--- config.mk ---
export PLATFORM = sky130hd
export DESIGN_NAME = icmpv6_error_suppression_check
export DESIGN_NICKNAME = d
export VERILOG_FILES = /design/src/icmpv6_esc_pkg.sv /design/src/icmpv6_error_suppression_check.sv /design/src/icmpv6_esc_front.sv /design/src/icmpv6_esc_fifo.sv /design/src/icmpv6_esc_walk.sv
export SDC_FILE = /design/constraint.sdc
export NUM_CORES = 1
export LEC_CHECK = 0
export BUFFER_PORTS_ARGS = -buffer_cell sky130_fd_sc_hd__buf_2
export CAP_MARGIN = 20
export CORE_MARGIN = 4
export CORE_UTILIZATION = 55
export CTS_CLUSTER_DIAMETER = 120
export DETAILED_ROUTE_END_ITERATION = 10
export PLACE_DENSITY = 0.76
export SLEW_MARGIN = 30
export SYNTH_ARGS = -nofsm -noshare
export SYNTH_HDL_FRONTEND = slang
export SYNTH_HIERARCHICAL = 1
export SYNTH_SLANG_ARGS = --single-unit
--- constraint.sdc ---
create_clock -name i_clk -period 7.91 [get_ports i_clk]
set_input_delay 1.1865 -clock i_clk [delete_from_list [all_inputs] [get_ports i_clk]]
set_output_delay 1.1865 -clock i_clk [all_outputs]
set_load 0.03 [all_outputs]
--- src/icmpv6_esc_pkg.sv ---
// Package for the ICMPv6 error suppression check.
// Holds modes, walk phases, outcomes, verdicts, header and ICMP type codes and the front-to-back struct.
// No dependencies.
package icmpv6_esc_pkg;

    localparam logic [1:0] MODE_SRC  = 2'd0;
    localparam logic [1:0] MODE_DST  = 2'd1;
    localparam logic [1:0] MODE_PKT  = 2'd2;
    localparam logic [1:0] MODE_RSVD = 2'd3;

    localparam logic [2:0] PH_FIXED     = 3'd0;
    localparam logic [2:0] PH_EXT_OPT   = 3'd1;
    localparam logic [2:0] PH_EXT_AH    = 3'd2;
    localparam logic [2:0] PH_EXT_SKIP  = 3'd3;
    localparam logic [2:0] PH_FRAG      = 3'd4;
    localparam logic [2:0] PH_FRAG_LATE = 3'd5;
    localparam logic [2:0] PH_UPPER     = 3'd6;
    localparam logic [2:0] PH_DONE      = 3'd7;

    localparam logic [1:0] WO_NONE     = 2'd0;
    localparam logic [1:0] WO_SUPPRESS = 2'd1;
    localparam logic [1:0] WO_INVALID  = 2'd2;
    localparam logic [1:0] WO_LONG     = 2'd3;

    localparam logic [1:0] VERDICT_ALLOW    = 2'd0;
    localparam logic [1:0] VERDICT_SUPPRESS = 2'd1;
    localparam logic [1:0] VERDICT_INVALID  = 2'd2;

    localparam logic [7:0] NH_HOP   = 8'd0;
    localparam logic [7:0] NH_ROUTE = 8'd43;
    localparam logic [7:0] NH_FRAG  = 8'd44;
    localparam logic [7:0] NH_ESP   = 8'd50;
    localparam logic [7:0] NH_AH    = 8'd51;
    localparam logic [7:0] NH_ICMP  = 8'd58;
    localparam logic [7:0] NH_NONE  = 8'd59;
    localparam logic [7:0] NH_DOPT  = 8'd60;

    localparam logic [7:0] ICMP_INFO_MIN = 8'd128;
    localparam logic [7:0] ICMP_REDIRECT = 8'd137;

    // One classified packet beat handed from the front to the back.
    typedef struct packed {
        logic [7:0] data;
        logic       last;
        logic [7:0] flags;
        logic       allow_mc;
        logic       dst_match;
        logic       src_zero;
        logic       src_mc;
    } t_beat;

endpackage

--- src/icmpv6_error_suppression_check.sv ---
// Top level of the ICMPv6 error suppression check.
// Instantiates icmpv6_esc_front, icmpv6_esc_fifo, icmpv6_esc_walk; uses icmpv6_esc_pkg.
//
//   channel  | ports                                            | handshake
//   input    | i_mode i_data_byte i_last i_invoking_flags        | i_push / o_full
//            | i_allow_multicast                                 |
//   result   | o_verdict                                         | o_empty / i_pop
//
// One beat per cycle is taken while o_full is low; a packet beat reaches
// the walker through a two-entry queue and its verdict lands in a two-entry
// result queue. The last beat is registered in the beat queue, then its
// verdict in the result queue. Address beats stay in the front. Reset is
// synchronous and clears all control state; the destination store is not
// cleared. A full result queue stalls the walker, backing up to o_full.
module icmpv6_error_suppression_check #(
    parameter int POSITION_BITS = 17
) (
    input  logic       i_clk,
    input  logic       i_rst_n,
    input  logic       i_push,
    output logic       o_full,
    input  logic [1:0] i_mode,
    input  logic [7:0] i_data_byte,
    input  logic       i_last,
    input  logic [7:0] i_invoking_flags,
    input  logic       i_allow_multicast,
    output logic       o_empty,
    input  logic       i_pop,
    output logic [1:0] o_verdict
);
    import icmpv6_esc_pkg::*;

    logic  w_fvalid, w_qfull, w_qempty, w_wvalid, w_done;
    logic  w_rfull;
    t_beat w_fbeat, w_qbeat;
    logic [1:0] w_verdict;
    logic [4:0] r_pcnt;
    logic  w_acc;

    // The top tracks packet position in the fixed header for the front's address compare.
    assign w_acc = i_push && !o_full;
    always_ff @(posedge i_clk) begin
        if (!i_rst_n) r_pcnt <= 5'd0;
        else if (w_acc && i_mode == MODE_PKT) begin
            if (i_last) r_pcnt <= 5'd0;
            else if (r_pcnt != 5'd31) r_pcnt <= r_pcnt + 5'd1;
        end
    end

    icmpv6_esc_front u_front (
        .i_clk, .i_rst_n,
        .i_valid(w_acc), .i_mode, .i_data_byte, .i_last, .i_invoking_flags,
        .i_allow_multicast,
        .i_cmp_index(4'(r_pcnt - 5'd8)),
        .i_cmp_active(r_pcnt >= 5'd8 && r_pcnt < 5'd24),
        .o_valid(w_fvalid), .o_beat(w_fbeat)
    );

    assign o_full = w_qfull;

    icmpv6_esc_fifo u_q (
        .i_clk, .i_rst_n,
        .i_push(w_fvalid), .i_beat(w_fbeat), .o_full(w_qfull),
        .i_pop(w_wvalid), .o_empty(w_qempty), .o_beat(w_qbeat)
    );

    assign w_wvalid = !w_qempty && !w_rfull;

    icmpv6_esc_walk #(.POSITION_BITS(POSITION_BITS)) u_walk (
        .i_clk, .i_rst_n,
        .i_valid(w_wvalid), .i_beat(w_qbeat),
        .o_done(w_done), .o_verdict(w_verdict)
    );

    logic [1:0] r_res [2];
    logic       r_rwp, r_rrp;
    logic [1:0] r_rcnt;
    assign w_rfull   = r_rcnt == 2'd2;
    assign o_empty   = r_rcnt == 2'd0;
    assign o_verdict = r_res[r_rrp];

    always_ff @(posedge i_clk) begin
        if (!i_rst_n) begin
            r_rwp <= 1'b0; r_rrp <= 1'b0; r_rcnt <= 2'd0;
        end else begin
            if (w_done) r_rwp <= !r_rwp;
            if (i_pop && !o_empty) r_rrp <= !r_rrp;
            r_rcnt <= r_rcnt + {1'b0, w_done} - {1'b0, i_pop && !o_empty};
        end
    end

    always_ff @(posedge i_clk) begin
        if (w_done) r_res[r_rwp] <= w_verdict;
    end

    a_verdict_code: assert property (@(posedge i_clk) disable iff (!i_rst_n)
        !o_empty |-> o_verdict <= VERDICT_INVALID) else $error("verdict code out of range");
    a_no_overflow: assert property (@(posedge i_clk) disable iff (!i_rst_n)
        w_rfull |-> !w_done) else $error("result queue overflow");
    a_walk_only_queued: assert property (@(posedge i_clk) disable iff (!i_rst_n)
        w_wvalid |-> !w_qempty) else $error("walker ran on empty queue");

endmodule

--- src/icmpv6_esc_front.sv ---
// Front part: takes address beats, stores the error destination and tags
// each packet beat with its byte compare result. Uses icmpv6_esc_pkg.
module icmpv6_esc_front (
    input  logic                  i_clk,
    input  logic                  i_rst_n,
    input  logic                  i_valid,
    input  logic [1:0]            i_mode,
    input  logic [7:0]            i_data_byte,
    input  logic                  i_last,
    input  logic [7:0]            i_invoking_flags,
    input  logic                  i_allow_multicast,
    input  logic [3:0]            i_cmp_index,
    input  logic                  i_cmp_active,
    output logic                  o_valid,
    output icmpv6_esc_pkg::t_beat o_beat
);
    import icmpv6_esc_pkg::*;

    logic [7:0] r_dst [16];
    logic [4:0] r_src_cnt, n_src_cnt;
    logic [4:0] r_dst_cnt, n_dst_cnt;
    logic       r_src_zero, n_src_zero;
    logic       r_src_mc, n_src_mc;
    logic       w_src_take, w_dst_take, w_pkt;

    assign w_src_take = i_valid && (i_mode == MODE_SRC) && !r_src_cnt[4];
    assign w_dst_take = i_valid && (i_mode == MODE_DST) && !r_dst_cnt[4];
    assign w_pkt      = i_valid && (i_mode == MODE_PKT);

    always_comb begin
        n_src_cnt  = r_src_cnt;
        n_dst_cnt  = r_dst_cnt;
        n_src_zero = r_src_zero;
        n_src_mc   = r_src_mc;
        if (w_src_take) begin
            if (i_data_byte != 8'd0) n_src_zero = 1'b0;
            if (r_src_cnt == 5'd0 && i_data_byte == 8'hff) n_src_mc = 1'b1;
            n_src_cnt = r_src_cnt + 5'd1;
        end
        if (w_dst_take) n_dst_cnt = r_dst_cnt + 5'd1;
        // A verdict clears the address counts for the next check.
        if (w_pkt && i_last) begin
            n_src_cnt  = 5'd0;
            n_dst_cnt  = 5'd0;
            n_src_zero = 1'b1;
            n_src_mc   = 1'b0;
        end
    end

    always_ff @(posedge i_clk) begin
        if (!i_rst_n) begin
            r_src_cnt  <= 5'd0;
            r_dst_cnt  <= 5'd0;
            r_src_zero <= 1'b1;
            r_src_mc   <= 1'b0;
        end else begin
            r_src_cnt  <= n_src_cnt;
            r_dst_cnt  <= n_dst_cnt;
            r_src_zero <= n_src_zero;
            r_src_mc   <= n_src_mc;
        end
    end

    always_ff @(posedge i_clk) begin
        if (w_dst_take) r_dst[r_dst_cnt[3:0]] <= i_data_byte;
    end

    assign o_valid            = w_pkt;
    assign o_beat.data        = i_data_byte;
    assign o_beat.last        = i_last;
    assign o_beat.flags       = i_invoking_flags;
    assign o_beat.allow_mc    = i_allow_multicast;
    assign o_beat.dst_match   = !i_cmp_active || (i_data_byte == r_dst[i_cmp_index]);
    assign o_beat.src_zero    = r_src_zero;
    assign o_beat.src_mc      = r_src_mc;

endmodule

--- src/icmpv6_esc_fifo.sv ---
// Small queue of classified beats between front and back.
// Uses icmpv6_esc_pkg for the beat type.
module icmpv6_esc_fifo (
    input  logic                  i_clk,
    input  logic                  i_rst_n,
    input  logic                  i_push,
    input  icmpv6_esc_pkg::t_beat i_beat,
    output logic                  o_full,
    input  logic                  i_pop,
    output logic                  o_empty,
    output icmpv6_esc_pkg::t_beat o_beat
);
    import icmpv6_esc_pkg::*;

    t_beat      r_mem [2];
    logic       r_wp, r_rp;
    logic [1:0] r_cnt;

    assign o_full  = r_cnt == 2'd2;
    assign o_empty = r_cnt == 2'd0;
    assign o_beat  = r_mem[r_rp];

    always_ff @(posedge i_clk) begin
        if (!i_rst_n) begin
            r_wp  <= 1'b0;
            r_rp  <= 1'b0;
            r_cnt <= 2'd0;
        end else begin
            if (i_push && !o_full) r_wp <= !r_wp;
            if (i_pop && !o_empty) r_rp <= !r_rp;
            r_cnt <= r_cnt + {1'b0, i_push && !o_full} - {1'b0, i_pop && !o_empty};
        end
    end

    always_ff @(posedge i_clk) begin
        if (i_push && !o_full) r_mem[r_wp] <= i_beat;
    end

endmodule

--- src/icmpv6_esc_walk.sv ---
// Back part: walks the extension header chain over packet beats and forms
// the verdict on the last beat. Uses icmpv6_esc_pkg.
module icmpv6_esc_walk #(
    parameter int POSITION_BITS = 17
) (
    input  logic                  i_clk,
    input  logic                  i_rst_n,
    input  logic                  i_valid,
    input  icmpv6_esc_pkg::t_beat i_beat,
    output logic                  o_done,
    output logic [1:0]            o_verdict
);
    import icmpv6_esc_pkg::*;

    localparam logic [POSITION_BITS-1:0] PMAX = '1;
    localparam int HW = POSITION_BITS + 1;

    logic [POSITION_BITS-1:0] r_pos, n_pos, r_end, n_end;
    logic [7:0] r_type, n_type;
    logic [2:0] r_ph, n_ph;
    logic [1:0] r_wo, n_wo;
    logic r_szero, n_szero, r_smc, n_smc, r_sdiff, n_sdiff, r_dmc, n_dmc;
    logic [8:0] r_q, n_q;

    logic [POSITION_BITS-1:0] w_start, w_rel, w_p1;
    logic [7:0] b;
    logic [HW-1:0] w_hl_end, w_next8;
    logic [1:0] w_verdict;
    logic [2:0] w_ph_mid;
    logic       w_ext;

    assign b       = i_beat.data;
    assign w_start = r_end - POSITION_BITS'(8);
    assign w_rel   = r_pos - w_start;
    assign w_p1    = r_pos + POSITION_BITS'(1);

    always_comb begin
        n_pos = r_pos; n_end = r_end; n_type = r_type; n_ph = r_ph; n_wo = r_wo;
        n_szero = r_szero; n_smc = r_smc; n_sdiff = r_sdiff; n_dmc = r_dmc;
        n_q = r_q;
        w_hl_end = '0;
        w_next8  = '0;
        w_ext    = 1'b0;
        w_ph_mid = r_ph;
        if (r_pos == PMAX) begin
            n_wo = WO_LONG;
        end else begin
            unique case (r_ph)
                PH_FIXED: begin
                    if (r_pos == '0 && b[7:4] != 4'd6 && r_wo == WO_NONE) n_wo = WO_INVALID;
                    if (r_pos == POSITION_BITS'(6)) n_type = b;
                    if (r_pos >= POSITION_BITS'(8) && r_pos < POSITION_BITS'(24)) begin
                        if (b != 8'd0) n_szero = 1'b0;
                        if (r_pos == POSITION_BITS'(8) && b == 8'hff) n_smc = 1'b1;
                        if (!i_beat.dst_match) n_sdiff = 1'b1;
                    end
                    if (r_pos == POSITION_BITS'(24) && b == 8'hff) n_dmc = 1'b1;
                end
                PH_EXT_OPT, PH_EXT_AH: begin
                    if (w_rel == '0) begin
                        n_type = b;
                    end else if (w_rel == POSITION_BITS'(1)) begin
                        if (r_ph == PH_EXT_AH)
                            w_hl_end = HW'(w_start) + (HW'(b) + HW'(2)) * HW'(4);
                        else
                            w_hl_end = HW'(w_start) + (HW'(b) + HW'(1)) * HW'(8);
                        if (w_hl_end > HW'(PMAX)) begin
                            if (r_wo == WO_NONE) n_wo = WO_INVALID;
                            n_ph = PH_DONE;
                        end else begin
                            n_end = w_hl_end[POSITION_BITS-1:0];
                            n_ph  = PH_EXT_SKIP;
                        end
                    end
                end
                PH_FRAG, PH_FRAG_LATE: begin
                    if (w_rel == '0) n_type = b;
                    else if (w_rel == POSITION_BITS'(2) && b != 8'd0) n_ph = PH_FRAG_LATE;
                    else if (w_rel == POSITION_BITS'(3) && (b & 8'hf8) != 8'd0)
                        n_ph = PH_FRAG_LATE;
                end
                PH_UPPER: begin
                    if (r_pos == r_end && r_type == NH_ICMP && !r_q[8]) n_q = {1'b1, b};
                end
                default: ;
            endcase
            n_pos = w_p1;
            // Header boundary reached: decide what follows.
            w_ph_mid = n_ph;
            if (w_ph_mid != PH_UPPER && w_ph_mid != PH_DONE && w_p1 == n_end) begin
                w_ext = n_type == NH_HOP || n_type == NH_ROUTE || n_type == NH_FRAG
                     || n_type == NH_AH || n_type == NH_DOPT;
                w_next8 = HW'(w_p1) + HW'(8);
                if (n_wo != WO_NONE) begin
                    n_ph = PH_DONE;
                end else if (w_ph_mid == PH_FRAG_LATE) begin
                    n_wo = WO_SUPPRESS; n_ph = PH_DONE;
                end else if (w_ext) begin
                    if (w_next8 > HW'(PMAX)) begin
                        n_wo = WO_INVALID; n_ph = PH_DONE;
                    end else begin
                        n_end = w_next8[POSITION_BITS-1:0];
                        n_ph  = (n_type == NH_FRAG) ? PH_FRAG
                              : (n_type == NH_AH) ? PH_EXT_AH : PH_EXT_OPT;
                    end
                end else if (n_type == NH_ESP) begin
                    n_wo = WO_SUPPRESS; n_ph = PH_DONE;
                end else begin
                    n_ph = PH_UPPER;
                end
            end
        end
    end

    always_comb begin
        w_verdict = VERDICT_ALLOW;
        priority if (i_beat.flags[7:4] != 4'd0) w_verdict = VERDICT_INVALID;
        else if (i_beat.src_zero || i_beat.src_mc) w_verdict = VERDICT_INVALID;
        else if (n_wo == WO_LONG || n_wo == WO_INVALID) w_verdict = VERDICT_INVALID;
        else if (n_wo == WO_SUPPRESS) w_verdict = VERDICT_SUPPRESS;
        else if (n_ph != PH_UPPER) w_verdict = VERDICT_INVALID;
        else if (i_beat.flags[1:0] != 2'd0 || n_szero || n_smc) w_verdict = VERDICT_SUPPRESS;
        else if (n_sdiff) w_verdict = VERDICT_INVALID;
        else if (!i_beat.allow_mc && (i_beat.flags[3:2] != 2'd0 || n_dmc))
            w_verdict = VERDICT_SUPPRESS;
        else if (n_type == NH_ICMP) begin
            if (!n_q[8]) w_verdict = VERDICT_INVALID;
            else if (n_q[7:0] < ICMP_INFO_MIN || n_q[7:0] == ICMP_REDIRECT)
                w_verdict = VERDICT_SUPPRESS;
        end else if (n_type == NH_NONE && n_end != n_pos) w_verdict = VERDICT_INVALID;
    end

    assign o_done    = i_valid && i_beat.last;
    assign o_verdict = w_verdict;

    always_ff @(posedge i_clk) begin
        if (!i_rst_n || o_done) begin
            r_pos <= '0; r_end <= POSITION_BITS'(40); r_type <= 8'd0;
            r_ph <= PH_FIXED; r_wo <= WO_NONE; r_szero <= 1'b1; r_smc <= 1'b0;
            r_sdiff <= 1'b0; r_dmc <= 1'b0; r_q <= 9'd0;
        end else if (i_valid) begin
            r_pos <= n_pos; r_end <= n_end; r_type <= n_type; r_ph <= n_ph;
            r_wo <= n_wo; r_szero <= n_szero; r_smc <= n_smc; r_sdiff <= n_sdiff;
            r_dmc <= n_dmc; r_q <= n_q;
        end
    end

endmodule

Word level (Yosys, flattened, before mapping)
Memory sizes are Yosys's and may differ from the RTL's. A register that Yosys moved wholly into a read port is not among the register bits. Index checks and enable logic that the tools add are counted.

Div/mod/pow operators: 0. Bitwise logic cells: 1. Order comparisons: 7. Multiplexer cells: 95. Shifts and indexed selects: 0. Reduce and logical (&&, ||, !) cells: 77. Equal/unequal tests: 40. Multipliers: 0. Add/sub/neg operators: 16.

Operators with widths (number): $mux 17 (12); $mux 18 (5); $eq 8x6->1 const B (8); $mux 2 (25); $mux 3 (14); $add 17x18->18 (2); $gt 18x17->1 const B (2); $eq 17x17->1 (2); $eq 17x2->1 const B (2); $logic_not 17->1 (2); $mux 8 (4); $logic_and 1x1->1 (27); $mux 1 (27); $mux 9 (3); $eq 8x8->1 const B (3); $reduce_bool 8->1 (3); $add 17x4->18 const B (1); $add 17x1->17 const B (1); $eq 17x1->1 const B (1); $eq 17x17->1 const B (1); $eq 17x3->1 const B (1); $eq 17x4->1 const B (1); $eq 17x5->1 const B (1); $ge 17x4->1 const B (1); other kinds (38) (87).

Memories: 3. Bits in latches: 0. ROM bits: 0. Logic and storage cells: 260. Register bits after elaboration: 85. Bits in writable memories: 174.

Memory list: u_front.r_dst (words 16, bits a word 8, rd ports 1, clocked after Yosys merged registers in 0, write ports 1, line icmpv6_esc_front.sv:19) `logic [7:0] r_dst [16];`; u_q.r_mem (words 2, bits a word 21, rd ports 1, clocked after Yosys merged registers in 1, write ports 1, line icmpv6_esc_fifo.sv:15) `t_beat r_mem [2];`; r_res (words 2, bits a word 2, rd ports 1, clocked after Yosys merged registers in 1, write ports 1, line icmpv6_error_suppression_check.sv:75) `logic [1:0] r_res [2];`.

Logic depth before layout (Yosys ltp)
Gate-level depths: netlist of run 1.

Word-level depth: 31. Depth in mapped cells: 28.

Modules after synthesis
Netlist of run 1, hierarchy kept.

Modules (own cells, without submodules): icmpv6_esc_walk (area each 7812.5 um^2, seq. area each 1201.2 um^2, times used 1, cells an instance 1093); icmpv6_esc_front (area each 5987.0 um^2, seq. area each 4083.9 um^2, times used 1, cells an instance 358); icmpv6_esc_fifo (area each 1776.7 um^2, seq. area each 1361.3 um^2, times used 1, cells an instance 93); icmpv6_error_suppression_check (area each 668.1 um^2, seq. area each 320.3 um^2, times used 1, cells an instance 64).

Worst setup path after synthesis of run 1
OpenSTA, ideal clock, no wires.

Kind: reg-to-reg. Start point: reg u_walk.r_end[5]. End point: mem r_res[0][1] (data pin). Setup time: 0.275 ns. Path buffers: 5. Period minus slack after synthesis: 6.196 ns. Cell stages (with the launch flop): 28. Arrival time: 5.921 ns. Slack: 1.714 ns. Path through: dfxtp_1 -> buf_2 -> or4_4 -> buf_6 -> nor2_1 -> xor2_1 -> inv_1 -> ha_1 -> nand2_1 -> o31ai_1 -> and2_1 -> a221oi_1 -> or3_1 -> o311a_1 -> or3_1 -> buf_6 -> nor3_4 -> buf_6 -> mux2i_1 -> xor2_1 -> nor3_2 -> and4_4 -> and3_1 -> buf_6 -> a221o_1 -> a211oi_1 -> nor4bb_1 -> a31oi_1.

Longest elaborated chain between the ends: 31. Elaborated cells on any way between the ends: 103.

RTL lines: start: declaration (line icmpv6_esc_walk.sv:18) `logic [POSITION_BITS-1:0] r_pos, n_pos, r_end, n_end;`; start signal: assignment (line icmpv6_esc_walk.sv:142) `r_pos <= n_pos; r_end <= n_end; r_type <= n_type; r_ph <= n_ph;`; parallel branches: the longest is 28 deep, another holds $add 17x18->18; $mux 2 * (line icmpv6_esc_walk.sv:119) `else if (n_wo == WO_LONG || n_wo == WO_INVALID) w_verdict = VERDICT_INVALID;`; $mux 2 * (line icmpv6_esc_walk.sv:118) `else if (i_beat.src_zero || i_beat.src_mc) w_verdict = VERDICT_INVALID;`; $mux 2 * (line icmpv6_esc_walk.sv:117) `priority if (i_beat.flags[7:4] != 4'd0) w_verdict = VERDICT_INVALID;`; named net w_verdict[1] (line icmpv6_error_suppression_check.sv:36) `logic [1:0] w_verdict;`; end: declaration (line icmpv6_error_suppression_check.sv:75).

Mark *: on every way through the listed nets, which the timed path passes. The select of a mux whose other input is x is not followed.

Worst setup path in the final report of run 1
Start point: reg u_walk.r_end[3]. End point: mem r_res[1][1] (data pin).

The elaborated chain is that of the path after synthesis.

==> results of run 1 <==
[state kept, by name, indices dropped and copies added (netlist names), 3 cells and up, named ones only]
register           cells
u_walk/r_type          8
u_front/r_src_cnt      5
u_walk/r_q             9
r_res                  4
u_front/r_dst        128
u_walk/r_end          17
r_pcnt                 5
u_walk/r_ph            3
u_walk/r_pos          17
u_front/r_dst_cnt      5
u_q/r_mem             42
[kinds of logic (layout without fill, tap and decap cells)]
group	after synthesis	in the layout	share of synthesized area
flops	261	261	0.4289
xor+xnor	156	156	0.08411
buf+inv	166	170	0.04968
mux	108	108	0.08557
compound gates	313	313	0.1329
simple gates	549	549	0.1754
fa+ha+maj	55	55	0.04344
[cell usage after synthesis, types with 23 or more instances]
cell | instances | area [µm²]
mux2_2 | 29 | 326.6
nand2_1 | 97 | 364.1
o21ai_0 | 53 | 265.3
inv_1 | 60 | 225.2
xnor2_1 | 89 | 779.5
nand4_1 | 29 | 181.4
or3_1 | 23 | 143.9
dfxtp_1 | 87 | 1742
buf_4 | 24 | 180.2
nor2_1 | 165 | 619.3
clkbuf_1 | 60 | 225.2
ha_1 | 50 | 625.6
edfxtp_1 | 174 | 5225
mux2i_1 | 59 | 590.6
xor2_1 | 67 | 586.8
nand3_1 | 45 | 225.2
nor3_1 | 41 | 205.2
a21oi_1 | 78 | 390.4
[layout by cell type, fill, tap and decap left out, types with 14 or more instances in the layout]
cell type    n
xnor2_1     89
nand2b_1    16
nand4_1     29
nand2_1     96
o31ai_1     17
ha_1        50
a21oi_1     78
nand3_1     45
and3_1      15
or3_1       23
mux2_2      29
xor2_1      67
nor4_1      18
nor2b_1     15
nor2_1     164
a211oi_1    21
inv_1       60
dfxtp_1     86
nor3_1      41
edfxtp_1   174
o21ai_0     53
clkbuf_16   26
buf_4       34
buf_2       27
mux2i_1     59
mux4_2      14
[through the flow]
step	power, µW	hold slack (ns)	area [µm²]	utilization	std cells
global route	3686	0.4829	17490	0.6044	1996
finish	3544	0.4563	17490	0.6044	1996
global placement	2248	0.4354	16510	0.5706	1943
detailed placement	2260	0.4508	16510	0.5707	1943
CTS	3542	0.4662	17430	0.6023	1991
floorplan	2069	0.4273	16240	-	1608
[final timing paths]
kind                          from              end  cells past startpoint
setup / recovery   u_walk/r_end[3]      r_res[1][1]                     24
hold / removal    u_front/r_src_mc  u_q/r_mem[0][0]                      0
setup reg to reg   u_walk/r_end[3]      r_res[1][1]                     24
hold reg to reg   u_front/r_src_mc  u_q/r_mem[0][0]                      0
[layout make-up]
class,count,area (µm²)
repair buffers,62,410.4
fillers,2336,11450
inverters,60,225.2
well taps,384,480.5
clock buffers,30,695.7
clock inverters,18,217.7
flip-flops and latches,261,6968
multi-input cells,1181,8491
[routing by layer]
metal / vias up / wire length (µm) / global-route usage / part of all wire
li1: 5917 / - / - / -
met1: 6179 / 19440 / 0.3911 / 0.43
met2: 688 / 19980 / 0.4150 / 0.44
met3: 98 / 4621 / 0.05639 / 0.10
met4: 0 / 1280 / 0.07193 / 0.028
met5: - / 0 / 0 / 0
[report_power, final]
part / internal, µW / leakage [µW] / switching, µW / total, µW
sequential: 1490 / 0.00227 / 43.6 / 1530
combinational: 268 / 0.00335 / 457 / 724
clock: 742 / 0.000438 / 548 / 1290
total: 2500 / 0.00605 / 1050 / 3540
[repair_timing]
action | 4_1_cts | 5_1_grt
resized for setup | 0 | 1
setup buffers | 0 | 5
endpoints found under the setup margin | 0 | 4
endpoints found under the hold margin | 0 | 0
==> flow_summary_export.csv, run 1 <==
group,metric,value,unit
status,status,"complete, no violations",
clocking,cts-htree-levels,1,
power_and_ir_drop,ir_drop,0.0002359,V
synthesis,synth.yosys.seq_area_share,0.4289,
placement,place_ws,0.2940,ns
critical_path,crit_chain,"inv_1, ha_1, nor3b_1, xnor2_1, inv_1, ha_1, nand2_1, o31ai_1, and2_1, a221oi_1, or3_1, o311a_1, or3_1, nor4_2, xnor2_1, xnor2_1, and3_1, nand4_1, nor2_2, buf_4, o2bb2ai_1, o21bai_1, nand3_1, a31oi_1",
synthesis,synthArstFlopShare,0,
critical_path,cp-end-kind,"register",
critical_path,r2r_slack,0.44,ns
critical_path,cp_slowest_cell,"or3_1",
floorplan,die_width,179.9,µm
synthesis,synth_cells,1608,
clocking,clk_pin_slew,0.07,ns
clocking,clk_latency,0.55,ns
placement,portBuffers,27,
detailed_routing,drcViolationCount,0,
clocking,cts_tree,"built",
timing,setup_viol,0,
clocking,numCtsBuffers,26,
critical_path,worstSetupPathType,"register to register",
critical_path,crit_path_max_incr_delay,0.53,ns
synthesis,yosysUniqueCellTypes,99,
placement,place_hpwl,32290,µm
critical_path,required,8.18,ns
floorplan,core-area,28940,µm²
timing,rsz0062_at_grt,"false",
detailed_routing,vias,12882,
floorplan,rows,62,
detailed_routing,first_pass_iters,6,
timing,period_share,0.9438,
timing,min_period,7.466,ns
clocking,cts_max_path_buffers,3,
grt,grt_max_degree,54,
placement,gp_congestion,0.9935,
detailed_routing,routed_wl,45320,µm
synthesis,syn-cell-area,16240,µm²
clocking,cts-root-buf,"clkbuf_16",
floorplan,die_y,179.9,µm
run,max_cap_viol_count,0,
grt,grt_pass1_wl,70100,µm
layout,area_growth,7.656,%
timing,max_freq,133.9,MHz
layout,drive_gt1_frac,0.1247,
critical_path,path_buf_inv,3,
critical_path,arrival,7.73,ns
synthesis,yosysWarnings,6,
detailed_routing,avgViaCountPerCell,6.454,
power_and_ir_drop,p_per_area,202.6,nW/µm²
layout,nets,1669,
critical_path,critPathTopFamily,"simple AND/OR/NAND/NOR gates",
timing,setup-tns-final,0,ns
timing,skew,0.01073,ns
timing,tightestPinTransition,0.9481,ns
floorplan,start_util,0.5614,
grt,antenna_found_initial,0,
synthesis,syn_area_per_cell,10.10,µm²
grt,track_usage,0.2697,
timing,max-slew-margin-rel,0.3656,
synthesis,synth_edf_count,174,
grt,grt_pass1_vias,12210,
critical_path,cp-start-kind,"register",
timing,drv_slew,0,
timing,final_hold_viol_count,0,
critical_path,cpMostUsedCell,"xnor2_1",
grt,overflow,0,
power_and_ir_drop,leakagePower,0.006051,µW
detailed_routing,ant_nets,0,
synthesis,ys_seq_elements,261,
layout,antenna_cells,0,
floorplan,die_area,32350,µm²
floorplan,io_pins,28,
detailed_routing,first_iter_violations,1672,
detailed_routing,avgRoutedWirePerCell,22.71,µm
clocking,cts.sinks,261,
synthesis,syn_nets,1685,
clocking,cts_hold_buf,0,
worst_hold_path,hp-class,"register to register",
timing,setup_slack,0.4444,ns
synthesis,synth_flop_cell,"edfxtp_1",
critical_path,crit_fanout,13,
Power figures use the tool's default switching activity.
==> run 2: changes to the inputs <==
--- a/config.mk
+++ b/config.mk
@@ -11,7 +11,7 @@
 export CORE_UTILIZATION = 55
 export CTS_CLUSTER_DIAMETER = 120
 export DETAILED_ROUTE_END_ITERATION = 10
-export PLACE_DENSITY = 0.76
+export PLACE_DENSITY = 0.79
 export SLEW_MARGIN = 30
 export SYNTH_ARGS = -nofsm -noshare
 export SYNTH_HDL_FRONTEND = slang
==> flow_summary_export.csv, run 2 (synthesized netlist as in run 1, its figures left out) <==
group,metric,value,unit
power_and_ir_drop,power,3428,µW
power_and_ir_drop,combPwrFrac,0.212,
clocking,cts-htree-levels,1,
power_and_ir_drop,leakagePower,0.006000,µW
timing,min_period,7.355,ns
status,status,"complete, no violations",
grt,grt_pass1_vias,12450,
power_and_ir_drop,seqPwrFrac,0.446,
detailed_routing,ant_nets,0,
power_and_ir_drop,pwr-share-clk,0.342,
clocking,cts_tree,"built",
detailed_routing,routed_wl,44520,µm
grt,grt_max_degree,54,
placement,portBuffers,27,
layout,final_cell_mix,"174 x edfxtp_1, 163 x nor2_1, 96 x nand2_1, 89 x xnor2_1, 86 x dfxtp_1",
timing,tightestPinTransition,0.9333,ns
timing,rsz0062_at_grt,"false",
worst_hold_path,whs_path_depth,0,
floorplan,die_area,32350,µm²
run,max_cap_viol_count,0,
detailed_routing,avgRoutedWirePerCell,22.30,µm
power_and_ir_drop,intPower,2417,µW
placement,gp_congestion,1.020,
power_and_ir_drop,p_sw_frac,0.2951,
grt,overflow,0,
worst_hold_path,hp-class,"register to register",
critical_path,worstSetupPathType,"register to register",
layout,nets,1669,
layout,drive_gt1_frac,0.1172,
detailed_routing,drcViolationCount,0,
floorplan,io_pins,28,
timing,skew,0.009058,ns
detailed_routing,first_iter_violations,1431,
power_and_ir_drop,netSwitchingPower,1012,µW
clocking,cts_hold_buf,0,
layout,area_growth,6.971,%
placement,place_hpwl,32130,µm
timing,max-slew-margin-rel,0.3755,
clocking,cts_max_path_buffers,3,
timing,setup-tns-final,0,ns
layout,antenna_cells,0,
layout,final_common_cell,"edfxtp_1",
timing,final_hold_viol_count,0,
floorplan,start_util,0.5614,
clocking,cts.sinks,261,
timing,setup_viol,0,
power_and_ir_drop,p_per_area,197.3,nW/µm²
critical_path,r2r_cells,25,
power_and_ir_drop,ir_drop,0.0002418,V
grt,grt_pass1_wl,69900,µm
detailed_routing,vias,13008,
clocking,cts-root-buf,"clkbuf_16",
clocking,clk_latency,0.54,ns
timing,max_freq,136.0,MHz
detailed_routing,first_pass_iters,7,
timing,drv_slew,0,
timing,period_share,0.9298,
floorplan,die_y,179.9,µm
clocking,numCtsBuffers,26,
clocking,clk_pin_slew,0.06,ns
grt,antenna_found_initial,0,
critical_path,crit_fanout,9,
critical_path,cp-start-kind,"register",
layout,largest_register_ffs,128,
floorplan,core-area,28940,µm²
grt,track_usage,0.2661,
critical_path,cp-end-kind,"register",
detailed_routing,avgViaCountPerCell,6.517,
floorplan,rows,62,
critical_path,required,8.17,ns
critical_path,arrival,7.61,ns
floorplan,die_width,179.9,µm
==> run 2: cell count changes in the layout (fill, tap and decap cells not counted), sizes merged <==
cell,change
bufinv,-2
clkbuf,+10
clkinv,-3
clkinvlp,-3
inv,-2
==> run 2: through the flow <==
step	area, µm²	setup WS (ns)	cells	hold slack, ns	util
finish	17380	0.5549	1996	0.4569	0.6005
global placement	16520	0.8811	1944	0.4348	0.5710
floorplan	16240	1.714	1608	0.4273	-
global route	17380	0.1063	1996	0.4793	0.6005
CTS	17340	0.6193	1992	0.4544	0.5993
detailed placement	16530	0.6450	1944	0.4427	0.5712
==> run 2: critical path, stage by stage, from the launching register on <==
cell	delay (ns)
dfxtp_1	0.54
inv_1	0.22
ha_1	0.34
nor3b_1	0.20
xnor2_1	0.31
inv_1	0.08
ha_1	0.39
nand2_1	0.11
o31ai_1	0.32
and2_1	0.24
a221oi_1	0.14
or3_1	0.43
o311a_1	0.37
or3_1	0.53
nor3_4	0.29
buf_4	0.17
mux2i_1	0.41
xnor2_1	0.13
nor3_2	0.21
nand4_1	0.33
buf_4	0.29
a21oi_1	0.14
o32a_1	0.24
nand4_1	0.13
nor4bb_1	0.34
a31oi_1	0.17
==> run 2: final timing paths <==
| kind | start | end | slack (ns) |
|---|---|---|---|
| max | u_walk/r_end[3] | r_res[0][1] | 0.55 |
| min | u_front/r_src_zero | u_q/r_mem[0][1] | 0.46 |
| max reg2reg | u_walk/r_end[3] | r_res[0][1] | 0.55 |
| min reg2reg | u_front/r_src_zero | u_q/r_mem[0][1] | 0.46 |
==> run 2: routing by layer <==
metal	vias to the layer above	share of wire	routed length, µm	track usage
met5	-	0	0	0
met4	0	0.029	1297	0.07162
met3	125	0.10	4582	0.05012
met2	743	0.45	19900	0.4132
met1	6224	0.42	18730	0.3858
li1	5916	-	-	-
==> run 2: what timing repair did <==
item / 4_1_cts / 5_1_grt
endpoints found under the hold margin: 0 / 0
endpoints found under the setup margin: 0 / 2
gates resized for setup: 0 / 1
setup buffers: 0 / 4
==> run 2: area by class of cell <==
type,count,area [µm²]
fill,2339,11560
timing repair buffer,62,397.9
multi-input combinational,1181,8491
sequential,261,6968
clock buffer,40,713.2
tap,384,480.5
clock inverter,8,101.3
inverter,60,225.2
==> run 2: power by group through the flow <==
stage          clock [µW]  combinational (µW)  sequential, µW
2_1_floorplan           0                 536            1530
3_3_place_gp            0                 692            1560
3_5_place_dp            0                 707            1560
4_1_cts              1190                 712            1530
5_1_grt              1250                 786            1530
6_report             1170                 727            1530
